==> config.mk <==
export PLATFORM = sky130hd
export DESIGN_NAME = stream_substring_replace_core
export DESIGN_NICKNAME = d
export VERILOG_FILES = /design/src/rtl/core/ssr_pkg.sv /design/src/rtl/core/stream_substring_replace_core.sv /design/src/rtl/core/ssr_cell.sv
export SDC_FILE = /design/constraint.sdc
export NUM_CORES = 1
export LEC_CHECK = 0
export ABC_CLOCK_PERIOD_IN_PS = 3180
export BUFFER_PORTS_ARGS = -buffer_cell sky130_fd_sc_hd__buf_2
export CAP_MARGIN = 20
export CORE_MARGIN = 2
export CORE_UTILIZATION = 40
export DETAILED_ROUTE_END_ITERATION = 10
export GPL_TIMING_DRIVEN = 0
export MAX_ROUTING_LAYER = met4
export PLACE_DENSITY_LB_ADDON = 0.08
export SLEW_MARGIN = 20
export SYNTH_ARGS = -nofsm -noshare
export SYNTH_HDL_FRONTEND = slang
export SYNTH_HIERARCHICAL = 1
export SYNTH_SLANG_ARGS = --single-unit
==> constraint.sdc <==
create_clock -name i_clk -period 3.18 [get_ports i_clk]
set_input_delay 0 -clock i_clk [delete_from_list [all_inputs] [get_ports i_clk]]
set_output_delay 0 -clock i_clk [all_outputs]
set_load 0.03 [all_outputs]
==> src/rtl/core/ssr_pkg.sv <==
// Shared types and constants for the streaming substring replace core.
`timescale 1ns / 1ps

package ssr_pkg;

    // Window storage is never larger than this many bytes.
    localparam int HW_BYTES = 8;
    // Counts 0..HW_BYTES.
    localparam int CNT_W    = 4;
    // Indexes 0..HW_BYTES-1.
    localparam int IDX_W    = 3;

    typedef enum logic [1:0] {
        CFG_PATTERN_BYTES      = 2'd0,
        CFG_PATTERN_LENGTH     = 2'd1,
        CFG_REPLACEMENT_BYTES  = 2'd2,
        CFG_REPLACEMENT_LENGTH = 2'd3
    } t_cfg_idx;

    typedef enum logic [1:0] {
        ST_IDLE,
        ST_EVAL,
        ST_REPL
    } t_state;

    // Control broadcast to every window cell.
    typedef struct packed {
        logic             load;
        logic             shift;
        logic [CNT_W-1:0] wr_idx;
        logic [CNT_W-1:0] count;
    } t_cell_ctl;

endpackage

==> src/rtl/core/stream_substring_replace_core.sv <==
// Top level of the streaming substring replace core.
`timescale 1ns / 1ps
// Pass-through: an accepted input byte goes straight into the output register. With a pattern
// the byte is loaded into the window cells and evaluated in ST_EVAL; window bytes are given from
// the front, and a full match passes to ST_REPL for the replacement. Pass-through is 1 byte per
// cycle while the output register is free; with a pattern a new byte is taken only in ST_IDLE.
// Synchronous active-low reset clears control and configuration; window cells undefined.

module stream_substring_replace_core #(
    parameter int MAX_PATTERN     = 8,
    parameter int MAX_REPLACEMENT = 8
) (
    input  logic        i_clk,
    input  logic        i_rst_n,
    // configuration write port
    input  logic        i_cfg_wr_en,
    input  logic [1:0]  i_cfg_index,
    input  logic [63:0] i_cfg_data,
    // input channel
    input  logic        i_in_valid,
    output logic        o_in_ready,
    input  logic [7:0]  i_in_byte,
    input  logic        i_end_of_text,
    // output channel
    output logic        o_out_valid,
    input  logic        i_out_ready,
    output logic [7:0]  o_out_byte,
    output logic        o_byte_valid,
    output logic        o_text_done
);

    // Number of window cells and usable replacement bytes.
    localparam int W  = (MAX_PATTERN < ssr_pkg::HW_BYTES) ? MAX_PATTERN : ssr_pkg::HW_BYTES;
    localparam int RW = (MAX_REPLACEMENT < ssr_pkg::HW_BYTES) ?
                        MAX_REPLACEMENT : ssr_pkg::HW_BYTES;

    // ------------------------------------------------------------------
    // Configuration registers
    // ------------------------------------------------------------------
    logic [63:0]              r_pat;
    logic [ssr_pkg::CNT_W-1:0] r_plen;
    logic [63:0]              r_rep;
    logic [ssr_pkg::CNT_W-1:0] r_rlen;
    logic                     w_pat_wr;

    assign w_pat_wr = i_cfg_wr_en &&
        ((i_cfg_index == ssr_pkg::CFG_PATTERN_BYTES) ||
         (i_cfg_index == ssr_pkg::CFG_PATTERN_LENGTH));

    always_ff @(posedge i_clk) begin
        if (!i_rst_n) begin
            r_pat  <= '0;
            r_plen <= '0;
            r_rep  <= '0;
            r_rlen <= '0;
        end else if (i_cfg_wr_en) begin
            unique case (ssr_pkg::t_cfg_idx'(i_cfg_index))
                ssr_pkg::CFG_PATTERN_BYTES:      r_pat  <= i_cfg_data;
                ssr_pkg::CFG_PATTERN_LENGTH:     r_plen <= i_cfg_data[ssr_pkg::CNT_W-1:0];
                ssr_pkg::CFG_REPLACEMENT_BYTES:  r_rep  <= i_cfg_data;
                ssr_pkg::CFG_REPLACEMENT_LENGTH: r_rlen <= i_cfg_data[ssr_pkg::CNT_W-1:0];
                default: ;
            endcase
        end
    end

    // Lengths saturate at the hardware limits.
    logic [ssr_pkg::CNT_W-1:0] w_plen;
    logic [ssr_pkg::CNT_W-1:0] w_rlen;

    assign w_plen = (r_plen > ssr_pkg::CNT_W'(W))  ? ssr_pkg::CNT_W'(W)  : r_plen;
    assign w_rlen = (r_rlen > ssr_pkg::CNT_W'(RW)) ? ssr_pkg::CNT_W'(RW) : r_rlen;

    // ------------------------------------------------------------------
    // Control state
    // ------------------------------------------------------------------
    ssr_pkg::t_state           r_state, n_state;
    logic [ssr_pkg::CNT_W-1:0] r_wc, n_wc;        // bytes held in the window
    logic [ssr_pkg::IDX_W-1:0] r_cnt, n_cnt;      // replacement byte index
    logic                      r_last, n_last;    // item carries end of text
    logic                      r_emitted, n_emitted;

    logic       r_out_valid;
    logic [7:0] r_out_byte;
    logic       r_out_bvalid;
    logic       r_out_done;

    logic       w_slot_free;
    logic       w_in_fire;

    assign w_slot_free = !r_out_valid || i_out_ready;
    assign o_in_ready  = (r_state == ssr_pkg::ST_IDLE) && ((w_plen != '0) || w_slot_free);
    assign w_in_fire   = i_in_valid && o_in_ready;

    // ------------------------------------------------------------------
    // Window cell chain
    // ------------------------------------------------------------------
    ssr_pkg::t_cell_ctl        w_ctl;
    logic [7:0]                w_cell_byte [W];
    logic [W-1:0]              w_cell_ok;
    logic                      w_prefix;
    logic [ssr_pkg::CNT_W-1:0] w_wr_idx;
    logic                      w_load;
    logic                      w_shift;

    // A stale window as long as the pattern restarts from the first cell.
    assign w_wr_idx = (r_wc >= w_plen) ? '0 : r_wc;

    assign w_ctl.load   = w_load;
    assign w_ctl.shift  = w_shift;
    assign w_ctl.wr_idx = w_wr_idx;
    assign w_ctl.count  = r_wc;

    for (genvar g = 0; g < W; g++) begin : g_cell
        logic [7:0] w_next;
        if (g < W - 1) begin : g_mid
            assign w_next = w_cell_byte[g+1];
        end else begin : g_end
            assign w_next = 8'h00;
        end
        ssr_cell #(
            .IDX (g)
        ) u_cell (
            .i_clk       (i_clk),
            .i_ctl       (w_ctl),
            .i_in_byte   (i_in_byte),
            .i_next_byte (w_next),
            .i_pat_byte  (r_pat[8*g +: 8]),
            .o_byte      (w_cell_byte[g]),
            .o_ok        (w_cell_ok[g])
        );
    end

    assign w_prefix = &w_cell_ok;

    logic w_full_match;
    logic w_front_out;
    logic w_need_marker;
    logic w_rep_last;

    assign w_full_match  = (r_wc != '0) && (r_wc == w_plen) && w_prefix;
    // Drop the oldest byte while the window is no pattern prefix, or to flush at end.
    assign w_front_out   = (r_wc != '0) && (!w_prefix || r_last);
    assign w_need_marker = r_last && !r_emitted;
    assign w_rep_last    = ({1'b0, r_cnt} == (w_rlen - ssr_pkg::CNT_W'(1)));

    // ------------------------------------------------------------------
    // Next state
    // ------------------------------------------------------------------
    always_comb begin
        n_state = r_state;
        unique case (r_state)
            ssr_pkg::ST_IDLE: begin
                if (w_in_fire && (w_plen != '0)) begin
                    n_state = ssr_pkg::ST_EVAL;
                end
            end
            ssr_pkg::ST_EVAL: begin
                priority if (w_full_match) begin
                    n_state = ssr_pkg::ST_REPL;
                end else if (w_front_out) begin
                    n_state = ssr_pkg::ST_EVAL;
                end else if (w_need_marker) begin
                    if (w_slot_free) begin
                        n_state = ssr_pkg::ST_IDLE;
                    end
                end else begin
                    n_state = ssr_pkg::ST_IDLE;
                end
            end
            ssr_pkg::ST_REPL: begin
                if (w_rlen == '0) begin
                    n_state = ssr_pkg::ST_EVAL;
                end else if (w_slot_free && w_rep_last) begin
                    n_state = ssr_pkg::ST_EVAL;
                end
            end
            default: n_state = ssr_pkg::ST_IDLE;
        endcase
    end

    // ------------------------------------------------------------------
    // Datapath control and emission
    // ------------------------------------------------------------------
    logic       w_emit;
    logic [7:0] w_e_byte;
    logic       w_e_bvalid;
    logic       w_e_done;

    always_comb begin
        w_emit     = 1'b0;
        w_e_byte   = 8'h00;
        w_e_bvalid = 1'b1;
        w_e_done   = 1'b0;
        w_load     = 1'b0;
        w_shift    = 1'b0;
        n_wc       = r_wc;
        n_cnt      = r_cnt;
        n_last     = r_last;
        n_emitted  = r_emitted;
        unique case (r_state)
            ssr_pkg::ST_IDLE: begin
                if (w_in_fire) begin
                    n_last    = i_end_of_text;
                    n_emitted = 1'b0;
                    if (w_plen == '0) begin
                        // pass-through
                        w_emit   = 1'b1;
                        w_e_byte = i_in_byte;
                        w_e_done = i_end_of_text;
                        n_wc     = '0;
                    end else begin
                        w_load = 1'b1;
                        n_wc   = w_wr_idx + ssr_pkg::CNT_W'(1);
                    end
                end
            end
            ssr_pkg::ST_EVAL: begin
                priority if (w_full_match) begin
                    n_wc  = '0;
                    n_cnt = '0;
                end else if (w_front_out) begin
                    if (w_slot_free) begin
                        w_emit    = 1'b1;
                        w_e_byte  = w_cell_byte[0];
                        w_e_done  = r_last && (r_wc == ssr_pkg::CNT_W'(1));
                        w_shift   = 1'b1;
                        n_wc      = r_wc - ssr_pkg::CNT_W'(1);
                        n_emitted = 1'b1;
                    end
                end else if (w_need_marker) begin
                    if (w_slot_free) begin
                        // end of text with nothing to give: bare marker
                        w_emit     = 1'b1;
                        w_e_bvalid = 1'b0;
                        w_e_done   = 1'b1;
                        n_emitted  = 1'b1;
                    end
                end else begin
                    n_emitted = r_emitted;
                end
            end
            ssr_pkg::ST_REPL: begin
                if ((w_rlen != '0) && w_slot_free) begin
                    w_emit    = 1'b1;
                    w_e_byte  = r_rep[{r_cnt, 3'b000} +: 8];
                    w_e_done  = r_last && w_rep_last;
                    n_emitted = 1'b1;
                    if (!w_rep_last) begin
                        n_cnt = r_cnt + ssr_pkg::IDX_W'(1);
                    end
                end
            end
            default: ;
        endcase
    end

    // ------------------------------------------------------------------
    // Registers
    // ------------------------------------------------------------------
    always_ff @(posedge i_clk) begin
        if (!i_rst_n) begin
            r_state   <= ssr_pkg::ST_IDLE;
            r_wc      <= '0;
            r_cnt     <= '0;
            r_last    <= 1'b0;
            r_emitted <= 1'b0;
        end else begin
            r_state   <= n_state;
            r_cnt     <= n_cnt;
            r_last    <= n_last;
            r_emitted <= n_emitted;
            // a new pattern invalidates what the window holds
            r_wc      <= w_pat_wr ? '0 : n_wc;
        end
    end

    // Output register: one result waits here while the chain keeps working.
    always_ff @(posedge i_clk) begin
        if (!i_rst_n) begin
            r_out_valid <= 1'b0;
        end else if (w_emit) begin
            r_out_valid <= 1'b1;
        end else if (i_out_ready) begin
            r_out_valid <= 1'b0;
        end
    end

    always_ff @(posedge i_clk) begin
        if (w_emit) begin
            r_out_byte   <= w_e_byte;
            r_out_bvalid <= w_e_bvalid;
            r_out_done   <= w_e_done;
        end
    end

    assign o_out_valid  = r_out_valid;
    assign o_out_byte   = r_out_byte;
    assign o_byte_valid = r_out_bvalid;
    assign o_text_done  = r_out_done;

`ifndef NO_ASSERTIONS
    a_wc_bound: assert property (@(posedge i_clk) disable iff (!i_rst_n)
        r_wc <= ssr_pkg::CNT_W'(W))
        else $error("window count exceeds cell count");

    a_accept_eval: assert property (@(posedge i_clk) disable iff (!i_rst_n)
        (w_in_fire && (w_plen != '0) && !i_cfg_wr_en) |=> (r_state == ssr_pkg::ST_EVAL))
        else $error("accepted byte not evaluated");

    a_repl_empty: assert property (@(posedge i_clk) disable iff (!i_rst_n)
        (r_state == ssr_pkg::ST_REPL) |-> (r_wc == '0))
        else $error("window not emptied during replacement");

    a_marker_done: assert property (@(posedge i_clk) disable iff (!i_rst_n)
        (r_out_valid && !r_out_bvalid) |-> r_out_done)
        else $error("bare marker without text_done");

    a_no_overwrite: assert property (@(posedge i_clk) disable iff (!i_rst_n)
        w_emit |-> w_slot_free)
        else $error("result emitted into a full output register");
`endif

endmodule

==> src/rtl/core/ssr_cell.sv <==
// One window cell: holds one byte, compares it with its pattern byte.
`timescale 1ns / 1ps

module ssr_cell #(
    parameter int IDX = 0
) (
    input  logic                 i_clk,
    input  ssr_pkg::t_cell_ctl   i_ctl,
    input  logic [7:0]           i_in_byte,
    input  logic [7:0]           i_next_byte,
    input  logic [7:0]           i_pat_byte,
    output logic [7:0]           o_byte,
    output logic                 o_ok
);

    logic [7:0] r_byte;

    // Shift toward the front of the window, or capture the new byte.
    always_ff @(posedge i_clk) begin
        if (i_ctl.shift) begin
            r_byte <= i_next_byte;
        end else if (i_ctl.load && (i_ctl.wr_idx == ssr_pkg::CNT_W'(IDX))) begin
            r_byte <= i_in_byte;
        end
    end

    assign o_byte = r_byte;
    // Empty cells never break the prefix.
    assign o_ok   = (ssr_pkg::CNT_W'(IDX) >= i_ctl.count) || (r_byte == i_pat_byte);

endmodule
==> results of run 1 <==
[power by group]
| group | internal [mW] | switching, mW |
|---|---|---|
| registers | 3.20 | 0.166 |
| logic | 0.730 | 1.00 |
| clock network | 1.77 | 1.16 |
[metal layers]
layer | vias up | routed length [um] | share of wire | global-route usage
met5 | - | 0 | 0 | -
met4 | 0 | 1070 | 0.033 | 0.0741
met3 | 64 | 1670 | 0.051 | 0.0312
met2 | 229 | 15900 | 0.49 | 0.406
met1 | 4013 | 14100 | 0.43 | 0.290
li1 | 4169 | - | - | -
[Yosys cell counts, types with 3 or more instances]
cell type  number  area (sq um)
nor2b_1         4          25.0
nand4_1        15          93.8
mux4_2         16           360
mux2_2         24           270
ha_1           14           175
a211oi_1        5          37.5
buf_1           3          11.3
o21a_1          3          22.5
nor2_1         28           105
edfxtp_1       74          2220
inv_1          11          41.3
buf_2           7          35.0
xnor2_1        61           534
nand3_1         3          15.0
o22ai_1         5          31.3
or4_1           4          30.0
a22oi_1         9          67.6
a21oi_1       145           726
a21boi_0        3          22.5
or2_2           3          18.8
mux2_4         48           721
mux2i_1        10           100
nand2b_1        7          43.8
nor3b_1         4          30.0
nor4_1          7          43.8
nand3b_1        3          22.5
dfxtp_1       148          2960
a311oi_1        3          26.3
xor2_1          8          70.1
nand2_1       276          1040
clkbuf_1       46           173
a31o_2          3          26.3
buf_6           6          67.6
o21ai_0         9          45.0
nor3_1          9          45.0
[worst max-delay path, stage by stage, from the launching register on]
cell and delay [ps]:
dfxtp_4 410, or4_1 560, o21ai_0 150, nand4_2 290
o41a_1 490, and2_1 140, buf_4 210, clkbuf_4 220
a21o_2 290
[worst max-delay path by stage]
stage	end	slack, ps	cells after the start
detailed placement	g_cell[0].u_cell/o_byte[1]	-130	8
floorplan	g_cell[5].u_cell/o_byte[0]	440	8
global route	r_wc[2]	40	11
finish	g_cell[0].u_cell/o_byte[6]	140	8
global placement	o_out_byte[3]	-250	7
CTS	g_cell[5].u_cell/o_byte[0]	10	8
[per-stage QoR]
stage                     instances  utilization  hold slack (ps)
final                          1624        0.506             13.2
after detailed placement       1500        0.443              267
after global placement         1500        0.443              257
after CTS                      1620        0.504             3.80
after floorplan                1076            -              136
after global routing           1624        0.506             12.8
[area by class of cell]
| type | count | area share |
|---|---|---|
| Multi-Input combinational cell | 780 | 0.394 |
| Inverter | 12 | 0.00340 |
| Sequential cell | 222 | 0.392 |
| Clock inverter | 2 | 0.00161 |
| Clock buffer | 44 | 0.0628 |
| Antenna cell | 1 | 0.000189 |
| Buffer | 62 | 0.0222 |
| Timing Repair Buffer | 166 | 0.0913 |
| Tap cell | 335 | 0.0317 |
[repair_timing]
item / in CTS / in global routing
gates cloned: 0 / 0
pin swaps: 1 / 2
hold buffers: 74 / 0
endpoints found under the setup margin: 123 / 123
hold endpoints to repair: 175 / 0
setup buffers: 0 / 3
resized for setup: 4 / 12
[logic make-up after synthesis]
logic type      synth area share
simple gates               0.155
flops                      0.486
compound gates             0.120
mux                        0.136
buf+inv                   0.0310
xor+xnor                  0.0566
fa+ha+maj                 0.0164
other cells             0.000351
[state kept, by name, summed over array words and instances, names as in the netlist]
register / count
r_wc: 4
r_pat: 64
r_rlen: 4
r_emitted: 1
r_plen: 4
g_cell.u_cell/o_byte: 64
r_rep: 64
r_last: 1
o_out_valid: 1
r_state: 2
o_text_done: 1
o_out_byte: 8
r_cnt: 3
o_byte_valid: 1
==> flow_metrics.env, run 1 <==
export IMPL_worstSetupStartpointType="register"
export IMPL_antenna_left=0
export IMPL_drt_initial_drc_count=753
export IMPL_yosysUniqueCellTypes=68
export IMPL_mostFrequentLayoutCells="nand2_1 (276), a21oi_1 (145), dfxtp_1 (144), buf_2 (93)"
export IMPL_worst_slack_ps=141
export IMPL_io_buffers=89
export IMPL_hold_path_class="in -> reg"
export IMPL_async_flop_share=0
export IMPL_cts_buffers=26
export IMPL_rsz0062_at_grt="no"
export IMPL_cts_sink_count=222
export IMPL_cellPowerDensity_nw_per_um2=607
export IMPL_avgSynthCellArea_sq_um=9.99
export IMPL_grt_ovfl_total=0
export IMPL_fin_area_sq_um=13200
export IMPL_r2r_start="r_wc[3]"
export IMPL_ctsHtreeMaxLevel=1
export IMPL_rr_endpoint="g_cell[0].u_cell/o_byte[6]"
export IMPL_die_h_um=167
export IMPL_grt_pass1_wl_um=49100
export IMPL_min_period_over_period=0.956
export IMPL_final_common_cell="nand2_1"
export IMPL_maxCapViolCount=0
export IMPL_io_pins=92
export IMPL_multiInputGateArea_sq_um=5220
export IMPL_routabilityCongestion=0.835
export IMPL_crit_fanout=17
export IMPL_violations="design-rule violations"
export IMPL_min_from="i_cfg_wr_en"
export IMPL_viasPerCell=5.22
export IMPL_die_w_um=167
export IMPL_fin_total_pwr_mw=8.03
export IMPL_syn_area_sq_um=10700
export IMPL_reg2regPathDepth=8
export IMPL_vias=8475
export IMPL_clock_root_buffer="clkbuf_16"
export IMPL_ys_flop_type="dfxtp_1"
export IMPL_n_fill_cell=2536
export IMPL_antenna_found_initial=1
export IMPL_final_nets=1364
export IMPL_grt_start_max_net_pins=18
export IMPL_dpl_hpwl_um=24600
export IMPL_post_route_min_period_ps=3040
export IMPL_first_global_vias=8535
export IMPL_crit_type="reg -> reg"
export IMPL_design_core_area_sq_um=26100
export IMPL_setup_tns_final_ps=0
export IMPL_cp_startpoint="r_wc[3]"
export IMPL_drive_above_1_share=0.202
export IMPL_whs_path_depth=4
export IMPL_place_area_sq_um=11600
export IMPL_clk_latency_ps=530
export IMPL_leakagePower_nw=4.74
export IMPL_ys_ff_latch=222
export IMPL_drv_slew=0
export IMPL_area_sequential_sq_um=5190
export IMPL_firstDrtPassIters=8
export IMPL_drc=7
export IMPL_area_growth_pct=23.9
export IMPL_drt_total_wl_um=32700
export IMPL_tritoncts="done"
export IMPL_path_clk_slew_ps=60
export IMPL_clk_path_buf_depth=3
export IMPL_preCtsSetupSlack_ps=-127
export IMPL_seq_area_frac_synth=0.486
export IMPL_die_area_sq_um=28000
export IMPL_max_freq_mhz=329
export IMPL_fin_worst_skew_ps=13.2
export IMPL_ir_drop_mv=0.434
export IMPL_syn_inst=1069
export IMPL_rows=59
export IMPL_tightest_slew_ps=1090
export IMPL_relSlewSlack=0.265
export IMPL_hold_viol=0
export IMPL_wl_per_cell_um=20.1
export IMPL_grtUsageTotal=0.236
export IMPL_start_util=0.409
export IMPL_r2r_slack_ps=140
export IMPL_crit_arrival_ps=3300
export IMPL_required_ps=3440
export IMPL_min_to="r_rlen[3]"
export IMPL_endpoint_kind="register"
export IMPL_finalSetupViolCount=0
export IMPL_yosys_warnings=6
export IMPL_status="finished with violations"
export IMPL_synth_edf_count=74
(Power assumes the default switching activity.)
==> run 2, diff against run 1 <==
--- a/config.mk
+++ b/config.mk
@@ -9,7 +9,7 @@
 export BUFFER_PORTS_ARGS = -buffer_cell sky130_fd_sc_hd__buf_2
 export CAP_MARGIN = 20
 export CORE_MARGIN = 2
-export CORE_UTILIZATION = 40
+export CORE_UTILIZATION = 60
 export DETAILED_ROUTE_END_ITERATION = 10
 export GPL_TIMING_DRIVEN = 0
 export MAX_ROUTING_LAYER = met4
==> run 2 against run 1 <==
The run now ends clean; wire length shrank 5.6%; core utilization grew 24 points; sequential share of layout area grew 0.63 points; worst setup slack lost 33 ps; clock power shrank 7.2%; non-clock buffer count shrank 1; clock skew grew 7.3 ps; fmax shrank 1.1%; via count grew 5.4%; critical endpoint is now g_cell[5].u_cell/o_byte[4]; largest cell class unchanged.
==> flow_metrics.env, run 2 (same netlist as run 1, synthesis figures left out) <==
export IMPL_ctsHtreeMaxLevel=1
export IMPL_p_comb_frac=0.218
export IMPL_vias=8936
export IMPL_rows=48
export IMPL_relSlewSlack=0.356
export IMPL_worst_path_buf_inv=2
export IMPL_hold_path_class="in -> reg"
export IMPL_worst_path_most_repeated_cell="clkbuf_4"
export IMPL_status="finished, final reports clean"
export IMPL_routabilityCongestion=0.969
export IMPL_switching_share=0.298
export IMPL_critical_path_top_delay_family="compound AO/OA/AOI/OAI gates"
export IMPL_grt_start_max_net_pins=18
export IMPL_start_util=0.615
export IMPL_final_common_cell="nand2_1"
export IMPL_rsz0062_at_grt="no"
export IMPL_pwr_share_clk=0.349
export IMPL_worst_slack_ps=108
export IMPL_fin_worst_skew_ps=20.5
export IMPL_io_buffers=89
export IMPL_post_route_min_period_ps=3070
export IMPL_finalSetupViolCount=0
export IMPL_max_freq_mhz=326
export IMPL_cts_buffers=24
export IMPL_antenna_left=0
export IMPL_required_ps=3450
export IMPL_min_period_over_period=0.966
export IMPL_cp_slowest_stage_delay_ps=530
export IMPL_design_core_area_sq_um=17400
export IMPL_die_w_um=137
export IMPL_die_area_sq_um=18900
export IMPL_io_pins=92
export IMPL_tritoncts="done"
export IMPL_r2r_slack_ps=110
export IMPL_share_seq_of_total_power=0.433
export IMPL_antenna_found_initial=0
export IMPL_leakagePower_nw=4.72
export IMPL_switching_power_mw=2.32
export IMPL_holdWs_ps=16.3
export IMPL_first_global_vias=8825
export IMPL_crit_type="reg -> reg"
export IMPL_postLayoutCoreUtil=0.750
export IMPL_tightest_slew_ps=963
export IMPL_wl_per_cell_um=20.4
export IMPL_crit_chain="or4_1, o21ai_0, nand4_2, o41a_1, and2_1, clkbuf_4, clkbuf_4, a31o_2"
export IMPL_die_h_um=137
export IMPL_firstDrtPassIters=5
export IMPL_endpoint_kind="register"
export IMPL_preCtsSetupSlack_ps=-177
export IMPL_viasPerCell=5.92
export IMPL_antenna_cells=0
export IMPL_area_growth_pct=21.9
export IMPL_worstSetupStartpointType="register"
export IMPL_clk_path_buf_depth=3
export IMPL_mostFrequentLayoutCells="nand2_1 (276), a21oi_1 (145), dfxtp_1 (145), buf_2 (94), dlygate4sd3_1 (76)"
export IMPL_ir_drop_mv=0.640
export IMPL_worst_path_max_delay_cell="or4_1"
export IMPL_grt_ovfl_total=0
export IMPL_clk_latency_ps=530
export IMPL_crit_arrival_ps=3340
export IMPL_drt_initial_drc_count=706
export IMPL_cts_setup_buffers=0
export IMPL_grtUsageTotal=0.338
export IMPL_crit_fanout=17
export IMPL_maxCapViolCount=0
export IMPL_cellPowerDensity_nw_per_um2=599
export IMPL_grt_pass1_wl_um=46500
export IMPL_setup_tns_final_ps=0
export IMPL_final_nets=1361
export IMPL_clock_root_buffer="clkbuf_16"
export IMPL_path_clk_slew_ps=60
export IMPL_drv_slew=0
export IMPL_internal_power_mw=5.47
export IMPL_drive_above_1_share=0.203
export IMPL_dpl_hpwl_um=22300
export IMPL_drc=0
export IMPL_cts_sink_count=222
export IMPL_drt_total_wl_um=30800
export IMPL_hold_viol=0
[run 2: changes by cell type in the layout (fill, tap and decap cells not counted), sizes merged]
| cell | before | now |
|---|---|---|
| dlygate4sd3 | 74 | 76 |
| diode | 1 | 0 |
| clkbuf | 91 | 82 |
| inv | 12 | 13 |
| buf | 107 | 103 |
| clkinv | 2 | 8 |
[run 2: through the flow]
stage / instance area (sq um) / std cells / power, mW
detailed placement: 11400 / 1390 / 5.00
CTS: 13000 / 1509 / 7.76
finish: 13000 / 1509 / 7.79
global route: 13000 / 1509 / 8.07
floorplan: 10700 / 1076 / 4.54
global placement: 11400 / 1390 / 4.95
[run 2: final timing paths]
path                  start                         end  depth (start not counted)
min reg2reg       r_rep[43]                   r_rep[43]                          2
max                 r_wc[2]  g_cell[5].u_cell/o_byte[4]                          8
max reg2reg         r_wc[2]  g_cell[5].u_cell/o_byte[4]                          8
min          i_cfg_index[1]                   r_rlen[3]                          4
[run 2: power by group through the flow]
stage | clock, mW | combinational, mW | sequential (mW)
after floorplan | 0 | 1.10 | 3.44
after global placement | 0 | 1.53 | 3.42
after CTS | 2.74 | 1.65 | 3.37
after global routing | 2.85 | 1.83 | 3.39
after detailed placement | 0 | 1.57 | 3.43
final | 2.72 | 1.70 | 3.38
[run 2: what timing repair did]
action                                 4_1_cts  5_1_grt
setup endpoints to repair                   63       92
pin swaps                                    0        2
gates resized for setup                      3       10
hold buffers                                76        0
endpoints found under the hold margin      212        0
[run 2: routing by layer]
| layer | GRT usage | wire length, um | vias up |
|---|---|---|---|
| li1 | - | - | 4165 |
| met1 | 0.383 | 11500 | 4299 |
| met2 | 0.601 | 16000 | 380 |
| met3 | 0.0416 | 1950 | 92 |
| met4 | 0.148 | 1340 | 0 |
| met5 | - | 0 | - |
[run 2: worst min-delay path: stages]
cell and delay, ps:
buf_2 120, nand3_1 200, mux2i_1 110, nor2_1 70
[run 2: final cells by class]
class | instances | area [sq um]
Timing Repair Buffer | 165 | 1210
Multi-Input combinational cell | 780 | 5220
Buffer | 62 | 292
Inverter | 12 | 45.0
Clock inverter | 9 | 71.3
Tap cell | 225 | 282
Clock buffer | 34 | 709
Fill cell | 1250 | 4340
Sequential cell | 222 | 5190
